**config.mk**
```make
export PLATFORM = sky130hd
export DESIGN_NAME = rect_list_intersector_unit
export DESIGN_NICKNAME = d
export VERILOG_FILES = /design/src/rtl/core/rli_pkg.sv /design/src/rtl/core/rect_list_intersector_unit.sv
export SDC_FILE = /design/constraint.sdc
export NUM_CORES = 2
export LEC_CHECK = 0
export BUFFER_PORTS_ARGS = -buffer_cell sky130_fd_sc_hd__buf_2
export CAP_MARGIN = 10
export CORE_MARGIN = 2
export CORE_UTILIZATION = 45
export DETAILED_ROUTE_END_ITERATION = 8
export GPL_TIMING_DRIVEN = 0
export HOLD_SLACK_MARGIN = 0.1
export PLACE_DENSITY_LB_ADDON = 0.05
export SETUP_SLACK_MARGIN = 0.1
export SYNTH_ARGS = -nofsm -noshare
export SYNTH_HDL_FRONTEND = slang
export SYNTH_SLANG_ARGS = --single-unit
```
**constraint.sdc**
```tcl
create_clock -name aclk -period 22.2 [get_ports aclk]
set_input_delay 4.44 -clock aclk [delete_from_list [all_inputs] [get_ports aclk]]
set_output_delay 4.44 -clock aclk [all_outputs]
set_load 0.03 [all_outputs]
```
**src/rtl/core/rli_pkg.sv**
```systemverilog
// ----------------------------------------------------------------------------
// rli_pkg
// Shared types and constants of the rectangle list intersector: coordinate
// widths, item kinds, and the packed layouts of a rectangle and of a result.
// ----------------------------------------------------------------------------
package rli_pkg;

    localparam int MAX_CLIP_RECTS = 32;
    localparam int COORD_W        = 16;
    localparam int TOTAL_W        = 16;

    typedef logic [1:0] mode_t;

    localparam mode_t MODE_CLEAR  = 2'd0;
    localparam mode_t MODE_APPEND = 2'd1;
    localparam mode_t MODE_HINT   = 2'd2;

    // Left edge sits in the lowest bits.
    typedef struct packed {
        logic signed [COORD_W-1:0] bottom;
        logic signed [COORD_W-1:0] right;
        logic signed [COORD_W-1:0] top;
        logic signed [COORD_W-1:0] left;
    } rect_t;

    typedef struct packed {
        logic [TOTAL_W-1:0] total;
        rect_t              rect;
    } result_t;

    localparam logic [TOTAL_W-1:0] TOTAL_MAX = {TOTAL_W{1'b1}};

endpackage

```
**src/rtl/core/rect_list_intersector_unit.sv**
```systemverilog
// ----------------------------------------------------------------------------
// rect_list_intersector_unit
// Keeps a list of clip rectangles in a synchronous memory and intersects each
// hint rectangle with every stored entry, one memory read per cycle while the
// output does not stall the walk. Clear and append items are done in idle and
// leave the block ready for the next item. A hint item walks the stored clip
// rectangles through the single memory read port. Each hit is held back
// until the next hit or the end of the walk, so the first result passes the
// memory read register, the pending register and the output register.
// Results wait in an output register, so a stalled result holds up the walk only when another result must be sent.
// Reset (aresetn low, synchronous) empties the list and zeroes the total;
// memory contents are not cleared.
// ----------------------------------------------------------------------------
module rect_list_intersector_unit #(
    parameter int MAX_CLIP_RECTS = rli_pkg::MAX_CLIP_RECTS
) (
    input  logic        aclk,
    input  logic        aresetn,
    input  logic        s_tvalid,
    output logic        s_tready,
    input  logic [63:0] s_tdata,   // rect_left, rect_top, rect_right, rect_bottom
    input  logic        s_tlast,   // final_hint
    input  logic [1:0]  s_tuser,   // mode
    output logic        m_tvalid,
    input  logic        m_tready,
    output logic [79:0] m_tdata,   // out_left, out_top, out_right, out_bottom, total_produced
    output logic        m_tlast,   // run_last
    output logic [1:0]  m_tuser    // out_valid, request_done
);

    localparam int CNT_W = $clog2(MAX_CLIP_RECTS + 1);
    localparam int IDX_W = (MAX_CLIP_RECTS > 1) ? $clog2(MAX_CLIP_RECTS) : 1;

    typedef enum logic [2:0] {
        ST_IDLE  = 3'b001,
        ST_SCAN  = 3'b010,
        ST_FLUSH = 3'b100
    } state_t;

    rli_pkg::rect_t mem [MAX_CLIP_RECTS];

    state_t                 state_reg, state_next;
    logic [CNT_W-1:0]       count_reg, count_next;
    logic [CNT_W-1:0]       rd_idx_reg, rd_idx_next;
    logic                   data_vld_reg, data_vld_next;
    logic [rli_pkg::TOTAL_W-1:0] total_reg, total_next;
    rli_pkg::rect_t         hint_reg, hint_next;
    logic                   fin_reg, fin_next;
    logic                   pend_vld_reg, pend_vld_next;
    rli_pkg::result_t       pend_reg, pend_next;
    logic                   m_tvalid_reg, m_tvalid_next;
    rli_pkg::result_t       m_tdata_reg, m_tdata_next;
    logic                   m_tlast_reg, m_tlast_next;
    logic [1:0]             m_tuser_reg, m_tuser_next;
    rli_pkg::rect_t         rd_data_reg;

    rli_pkg::rect_t         clip;
    rli_pkg::rect_t         isect;
    logic [rli_pkg::TOTAL_W-1:0] total_inc;
    logic                   hit, out_free, push, stall, more, rd_en, wr_en;

    assign s_tready = (state_reg == ST_IDLE);
    assign m_tvalid = m_tvalid_reg;
    assign m_tdata  = m_tdata_reg;
    assign m_tlast  = m_tlast_reg;
    assign m_tuser  = m_tuser_reg;

    always_comb begin
        clip = rd_data_reg;
        hit = data_vld_reg &&
              (hint_reg.left < clip.right) && (hint_reg.right > clip.left) &&
              (hint_reg.top < clip.bottom) && (hint_reg.bottom > clip.top);
        isect.left   = (hint_reg.left > clip.left) ? hint_reg.left : clip.left;
        isect.top    = (hint_reg.top > clip.top) ? hint_reg.top : clip.top;
        isect.right  = (hint_reg.right < clip.right) ? hint_reg.right : clip.right;
        isect.bottom = (hint_reg.bottom < clip.bottom) ? hint_reg.bottom : clip.bottom;
        total_inc = (total_reg == rli_pkg::TOTAL_MAX) ? total_reg
                                                      : total_reg + 1'b1;
        out_free = !m_tvalid_reg || m_tready;
        push     = hit && pend_vld_reg;
        stall    = push && !out_free;
        more     = rd_idx_reg < count_reg;
        rd_en    = (state_reg == ST_SCAN) && !stall && more;
        wr_en    = s_tvalid && s_tready && (s_tuser == rli_pkg::MODE_APPEND) &&
                   (count_reg < CNT_W'(MAX_CLIP_RECTS));
    end

    always_comb begin
        state_next    = state_reg;
        count_next    = count_reg;
        rd_idx_next   = rd_idx_reg;
        data_vld_next = data_vld_reg;
        total_next    = total_reg;
        hint_next     = hint_reg;
        fin_next      = fin_reg;
        pend_vld_next = pend_vld_reg;
        pend_next     = pend_reg;
        m_tvalid_next = m_tvalid_reg && !m_tready;
        m_tdata_next  = m_tdata_reg;
        m_tlast_next  = m_tlast_reg;
        m_tuser_next  = m_tuser_reg;

        case (state_reg)
            ST_IDLE: begin
                if (s_tvalid) begin
                    case (s_tuser)
                        rli_pkg::MODE_CLEAR: begin
                            count_next = '0;
                            total_next = '0;
                        end
                        rli_pkg::MODE_APPEND: begin
                            if (wr_en) begin
                                count_next = count_reg + 1'b1;
                            end
                        end
                        rli_pkg::MODE_HINT: begin
                            hint_next     = s_tdata;
                            fin_next      = s_tlast;
                            rd_idx_next   = '0;
                            data_vld_next = 1'b0;
                            pend_vld_next = 1'b0;
                            state_next    = ST_SCAN;
                        end
                        default: begin
                        end
                    endcase
                end
            end
            ST_SCAN: begin
                if (!stall) begin
                    data_vld_next = rd_en;
                    if (rd_en) begin
                        rd_idx_next = rd_idx_reg + 1'b1;
                    end
                    if (hit) begin
                        pend_vld_next = 1'b1;
                        pend_next     = {total_inc, isect};
                        total_next    = total_inc;
                    end
                    if (push) begin
                        m_tvalid_next = 1'b1;
                        m_tdata_next  = pend_reg;
                        m_tlast_next  = 1'b0;
                        m_tuser_next  = 2'b01;
                    end
                    if (!rd_en) begin
                        state_next = ST_FLUSH;
                    end
                end
            end
            ST_FLUSH: begin
                if (out_free) begin
                    m_tvalid_next = 1'b1;
                    m_tlast_next  = 1'b1;
                    if (pend_vld_reg) begin
                        m_tdata_next = pend_reg;
                        m_tuser_next = {fin_reg, 1'b1};
                    end else begin
                        m_tdata_next = {total_reg, 64'd0};
                        m_tuser_next = {fin_reg, 1'b0};
                    end
                    pend_vld_next = 1'b0;
                    state_next    = ST_IDLE;
                end
            end
            default: begin
                state_next = ST_IDLE;
            end
        endcase
    end

    always_ff @(posedge aclk) begin
        if (wr_en) begin
            mem[count_reg[IDX_W-1:0]] <= s_tdata;
        end
        if (rd_en) begin
            rd_data_reg <= mem[rd_idx_reg[IDX_W-1:0]];
        end
    end

    always_ff @(posedge aclk) begin
        if (!aresetn) begin
            state_reg    <= ST_IDLE;
            count_reg    <= '0;
            rd_idx_reg   <= '0;
            data_vld_reg <= 1'b0;
            total_reg    <= '0;
            pend_vld_reg <= 1'b0;
            m_tvalid_reg <= 1'b0;
        end else begin
            state_reg    <= state_next;
            count_reg    <= count_next;
            rd_idx_reg   <= rd_idx_next;
            data_vld_reg <= data_vld_next;
            total_reg    <= total_next;
            pend_vld_reg <= pend_vld_next;
            m_tvalid_reg <= m_tvalid_next;
        end
    end

    always_ff @(posedge aclk) begin
        hint_reg    <= hint_next;
        fin_reg     <= fin_next;
        pend_reg    <= pend_next;
        m_tdata_reg <= m_tdata_next;
        m_tlast_reg <= m_tlast_next;
        m_tuser_reg <= m_tuser_next;
    end

    // The list never grows past its capacity.
    assert property (@(posedge aclk) disable iff (!aresetn)
        count_reg <= CNT_W'(MAX_CLIP_RECTS))
        else $error("clip count above capacity");

    // The walk never reads beyond the stored entries.
    assert property (@(posedge aclk) disable iff (!aresetn)
        state_reg == ST_SCAN |-> rd_idx_reg <= count_reg)
        else $error("read index past clip count");

    // No result is left pending once the block is idle.
    assert property (@(posedge aclk) disable iff (!aresetn)
        state_reg == ST_IDLE |-> !pend_vld_reg)
        else $error("pending result lost");

    // An empty result always closes its run.
    assert property (@(posedge aclk) disable iff (!aresetn)
        m_tvalid_reg && !m_tuser_reg[0] |-> m_tlast_reg)
        else $error("invalid result without run end");

    // During a walk the total grows by at most one per cycle.
    assert property (@(posedge aclk) disable iff (!aresetn)
        state_reg == ST_SCAN |=>
            (total_reg == $past(total_reg)) || (total_reg == $past(total_reg) + 1'b1))
        else $error("total jumped during walk");

endmodule
```
# Word level (Yosys, flattened, before mapping)
# Memories as Yosys holds them, arrays and structs flattened. A register that Yosys moved wholly into a read port is not among the register bits.
# Cells that the tools add are included.
# totals
input_bits,71
regBits,262
mem_bits_rw,2048
memories,1
# classes
eq_ne,16
bitwise_logic,1
magnitude_cmp,10
n_reduce_logical,31
n_addsub,3
muxes,51
# mem_list
name,words,word_bits,rd,rd_ports_with_merged_regs,wr,line_no,rtl
mem,32,64,1,1,1,rect_list_intersector_unit.sv:40,rli_pkg::rect_t mem [MAX_CLIP_RECTS];
# op_table
operator,count
80-bit two-way mux,4
80-bit case mux with 2 select lines,1
16-bit two-way mux,9
16-bit greater-than comparator,4
16-bit less-than comparator,4
16-bit case mux with 2 select lines,1
6-bit two-way mux,5
6-bit case mux with 2 select lines,2
"16-bit by 1-bit adder with 16-bit output, second input constant",1
"16-bit == test, second input constant",1
"2-bit inequality test, second input constant",8
1-bit two-way mux,15
3-bit two-way mux,5
5-bit AND reduction,3
"6-bit by 1-bit adder with 6-bit output, second input constant",2
1-bit logical AND,12
4-bit AND reduction,3
3-bit case mux with 3 select lines,1
6-bit less-than comparator,1
"6-bit less-than comparator, second input constant",1
2-bit two-way mux,3
1-bit case mux with 2 select lines,3
3-bit AND reduction,2
6-bit AND reduction,1
other kinds (14),20

# Logic depth before layout (Yosys ltp)
# logic_depth
word_depth,13
depth_mapped,12

# Worst setup path after synthesis
# No wires, ideal clock.
# synth_path
kind,in2reg
start,input port m_tready
end,register rd_idx_reg[0]
setup_time_ns,0.352
required_time_ns,21.848
arrival_time_ns,9.735
stages,5
setup_slack_ns,12.113
path_cell_list,nor2b_1 -> nand2_1 -> and4b_4 -> nor3_1 -> o21ai_0
# synth_between
elab_chain_cells,8
elab_cells_between_ends,9
# synth_lines
element,line_no,rtl
start: declaration,rect_list_intersector_unit.sv:25,"input logic m_tready,"
1-bit logical OR,rect_list_intersector_unit.sv:79,out_free = !m_tvalid_reg || m_tready;
1-bit logical NOT,rect_list_intersector_unit.sv:81,stall = push && !out_free;
1-bit logical AND,rect_list_intersector_unit.sv:81,
1-bit logical NOT,--,
1-bit logical AND (2 in series),rect_list_intersector_unit.sv:83,rd_en = (state_reg == ST_SCAN) && !stall && more;
named net rd_en,rect_list_intersector_unit.sv:60,"logic hit, out_free, push, stall, more, rd_en, wr_en;"
2-bit inequality test (no line),--,
5-bit AND reduction (no line),--,
end signal: assignment,rect_list_intersector_unit.sv:193,rd_idx_reg <= rd_idx_next;
end: declaration,rect_list_intersector_unit.sv:44,"logic [CNT_W-1:0] rd_idx_reg, rd_idx_next;"
# The timed path passes the listed nets, and every way through them passes these cells.
# A chain may end at the register's enable or synchronous reset.

# Final worst setup path
# layout_path
start,register state_reg[0]
end,output port s_tready
# layout_between
elab_chain_cells,1
# layout_lines
element,line_no,rtl
start: declaration,rect_list_intersector_unit.sv:42,"state_t state_reg, state_next;"
start signal: assignment,rect_list_intersector_unit.sv:191,state_reg <= state_next;
3-bit by 1-bit == test with 1-bit output,rect_list_intersector_unit.sv:62,assign s_tready = (state_reg == ST_IDLE);
end: declaration,rect_list_intersector_unit.sv:20,"output logic s_tready,"
# Every way passes these cells.

==> run summary <==
The flow ran to the end, and the final reports show no timing, DRC or antenna violations. For the number of buffers added for setup after CTS, the log shows 0. CTS placed an instance of sky130_fd_sc_hd__clkbuf_16 at the clock tree root. For the CTS buffer count, the log shows 274. Cell accounting for the most synthesized area: sky130_fd_sc_hd__edfxtp_1.

The synthesized design contains 2374 register bits. The post-synthesis average cell area was 22.57 sq um; the data arrival time of the critical path was 2.33 ns. For this configuration, the core starts out at a cell density of 45.30%. The first-pass GRT wire length came out at 350.7 mm. TritonCTS built the clock tree. Registers take 70950 sq um. After the flow finishes, the layout carries non-filler instances totaling 7545. The most used flip-flop cell after synthesis is sky130_fd_sc_hd__edfxtp_1.

After detailed routing, the average wire length per cell comes to 32.90 um. The max-slew headroom at the worst pin is 13.34%. The total nets after synthesis is 4316, and the setup TNS is 0 ns.

Counting flops with an async set or reset pin after synthesis yields a share of 0%. The number of antenna violations at the first check in global routing is 18. Setup violations remaining at the end of the flow were counted as 0. Power comes to 9.241 mW. In this run the power density over the cells is 85.62 nW/um^2. Summed over its instances, the top area cell type makes up 75.75% of the synthesized netlist area. After detailed placement, the design holds a cell count of 7073. The tools report the final HPWL from detailed placement as 173.8 mm.

The first detailed-routing pass ran for 6 iterations. The top achievable clock speed was 147.6 MHz. Ranked by total cell area, the synthesized netlist is headed by sky130_fd_sc_hd__edfxtp_1 76%, sky130_fd_sc_hd__mux4_2 16%, sky130_fd_sc_hd__ha_1 1.8%.

The relative area change from synthesis to final layout came out at 16.33%. The largest net degree at the start of global routing was 43; the clock-pin slew on the worst setup and hold paths was 0.06 ns. The via count of the first global-routing pass was 44990. The count of final max-slew check failures is 0. The clock passes through at most 4 buffers.

The category of the most critical setup path is flop to output pin. The type of the most critical hold path is flop to flop. The total overflow left after global routing is 0. Setup repair after global routing left no endpoint under its margin. The count of hold-fix buffers inserted at cts is 0, and the fill cell total of the finished layout is 15920. Number of resized instances in the post-cts repair step: 0.

The number of antenna-violating nets in the routed design came out at 0. The logs give 0 for the remaining routing DRC violations and 0.00007899 V for the maximum VDD drop. Area of the mapped netlist: 92770 sq um. The final critical-path required period was 6.774 ns. After the first detailed-routing iteration, the DRC count stood at 5014. For the worst-skew pair later-pin latency, the log shows 0.93 ns. The register with the most flip-flops in the layout has 2048 of them.

The via count is 44550. The congestion estimate from routability-driven global placement came to 0.8761. The global routing stage identified its most utilized layer as met2.

The part of the cycle the worst path needs was 30.51%. The number of I/O port buffers is 154, and the synthesis warning total is 0. The met3 capacity usage during global routing was 4.024%; the count of flip-flops with a built-in enable after synthesis was 2340. Global routing used 37.42% of the available met2 tracks. Cells with a size suffix above 1 make up 30.61% of the layout. In this run the count of I/O pins placed on the die edge is 156. The logs give 76.48% for the fraction of the yosys area taken by sequential cells and 248.2 mm for the post-detailed-routing wire length. At the worst endpoint, the required time is 17.76 ns.

The start point of the critical path is state_reg[0]$_SDFFE_PN1P_. The core region is 204800 sq um. Kind of start point of the critical path: a flop. The met1 layer usage reported by global route is 34.89%, and the floorplan die height is 458.0 um.

The tools report the global routing usage summed across all routing layers as 23.86%. The H-tree was split into 5 levels. The net count of the finished layout is 4873. The biggest fanout along the worst timing path was 4. Across all register-to-register paths, the minimum setup slack is 17.81 ns. For the number of max-capacitance violations reported, the log shows 0.

The worst setup path is captured at an output pin. The cell count after synthesis came out at 4110. The critical path ends at s_tready. For the number of different library cells in the post-synthesis netlist, the log shows 54. The worst register-to-register path has a depth of 7. In this run the critical register-to-register path is captured at clip[5]$_DFFE_PN_. The tools report the beginning of the worst register-to-register path as rd_idx_reg[0]$_SDFFE_PN0P_. Between clock sinks in the finished design, the worst skew comes to 0.06425 ns. The floorplan step defined a die boundary enclosing 209800 sq um.

The row count is 166. The routed via count divided by cell count was 5.905; the number of clock sinks was 2374. Hold violation total from the final report: 0. The analysis attributes to cell leakage a power of 33.66 nW. The worst-margin pin slew was 1.300 ns; the width of the die was 458.0 um. The multi-input logic area is 21060 sq um.
worst min path at each step:
stage	startpoint	end	cells after the start
2_1_floorplan	data_vld_reg$_SDFFE_PN0P_	data_vld_reg$_SDFFE_PN0P_	2
3_3_place_gp	rd_idx_reg[5]$_SDFFE_PN0P_	rd_idx_reg[5]$_SDFFE_PN0P_	2
3_5_place_dp	rd_idx_reg[5]$_SDFFE_PN0P_	rd_idx_reg[5]$_SDFFE_PN0P_	2
4_1_cts	rd_idx_reg[5]$_SDFFE_PN0P_	rd_idx_reg[5]$_SDFFE_PN0P_	2
5_1_grt	rd_idx_reg[5]$_SDFFE_PN0P_	rd_idx_reg[5]$_SDFFE_PN0P_	2
6_report	rd_idx_reg[5]$_SDFFE_PN0P_	rd_idx_reg[5]$_SDFFE_PN0P_	2
cell usage after synthesis (7+ instances only):
| cell | instances |
|---|---|
| sky130_fd_sc_hd__nand3_1 | 41 |
| sky130_fd_sc_hd__xnor2_1 | 10 |
| sky130_fd_sc_hd__nand2_1 | 67 |
| sky130_fd_sc_hd__a22o_1 | 16 |
| sky130_fd_sc_hd__a21o_1 | 30 |
| sky130_fd_sc_hd__inv_1 | 80 |
| sky130_fd_sc_hd__nand2b_1 | 8 |
| sky130_fd_sc_hd__clkbuf_1 | 137 |
| sky130_fd_sc_hd__mux2_2 | 130 |
| sky130_fd_sc_hd__mux2i_1 | 8 |
| sky130_fd_sc_hd__ha_1 | 135 |
| sky130_fd_sc_hd__nor2_1 | 89 |
| sky130_fd_sc_hd__buf_1 | 16 |
| sky130_fd_sc_hd__mux4_2 | 640 |
| sky130_fd_sc_hd__a21oi_1 | 50 |
| sky130_fd_sc_hd__nor2b_1 | 74 |
| sky130_fd_sc_hd__buf_2 | 30 |
| sky130_fd_sc_hd__dfxtp_1 | 34 |
| sky130_fd_sc_hd__o21ai_0 | 53 |
| sky130_fd_sc_hd__edfxtp_1 | 2340 |
| sky130_fd_sc_hd__o21a_1 | 7 |
| sky130_fd_sc_hd__nand4_1 | 24 |
| sky130_fd_sc_hd__a211oi_1 | 8 |
| sky130_fd_sc_hd__nor3_1 | 13 |
| sky130_fd_sc_hd__a31oi_1 | 7 |
cell usage in the layout (no fill, tap or decap), drive strengths merged, types with 74 or more instances in the layout:
master / count
mux4: 640
buf: 327
ha: 135
clkinv: 87
clkbuf: 493
nor2: 89
inv: 83
nor2b: 74
mux2: 130
edfxtp: 2340
power by group:
part | total [mW] | internal [mW] | switching (mW)
clock | 4.19 | 2.47 | 1.72
combinational | 0.113 | 0.0265 | 0.0860
sequential | 4.93 | 4.93 | 0.00830
cell type report:
type	instances	area share (%)
Sequential cell	2374	65.74
Multi-Input combinational cell	1473	19.51
Clock buffer	356	6.892
Tap cell	2688	3.116
Timing Repair Buffer	281	3.044
Clock inverter	105	0.7107
Buffer	183	0.6887
Inverter	80	0.2806
Antenna cell	5	0.01159
stage by stage:
step                util (%)  cell area (sq um)  setup slack, ns  hold WS, ns
floorplan                  -              92770            12.11       0.4455
global placement       47.32              96900            7.144       0.4682
CTS                    52.64             107800            15.40       0.4866
detailed placement     48.64              99600            14.76       0.4784
global route           52.69             107900            15.40       0.5075
finish                 52.70             107900            15.43       0.4905
kinds of logic (layout without fill, tap and decap cells):
kind of cell | count (synthesis) | after routing | share of synthesized area, %
DFF | 2374 | 2374 | 76.48
other | 0 | 5 | 0
AOI/OAI and AO/OA | 192 | 192 | 1.307
xor gates and xnor gates | 15 | 15 | 0.1416
and+or+nand+nor | 353 | 353 | 1.945
muxes | 778 | 778 | 17.20
adders and majority gates | 135 | 135 | 1.821
buffers and inverters | 263 | 1005 | 1.105
critical path: stages (launching register included):
cell	delay [ns]
sky130_fd_sc_hd__dfxtp_1	0.36
sky130_fd_sc_hd__nor3b_1	0.71
sky130_fd_sc_hd__buf_2	0.33
layer usage:
| metal | routed length (um) | share of wire, % |
|---|---|---|
| met5 | 0 | 0 |
| met4 | 6458 | 2.6 |
| met3 | 14850 | 6.0 |
| met2 | 117800 | 47 |
| met1 | 109100 | 44 |
Note: power is estimated with default switching activity, not from simulation.
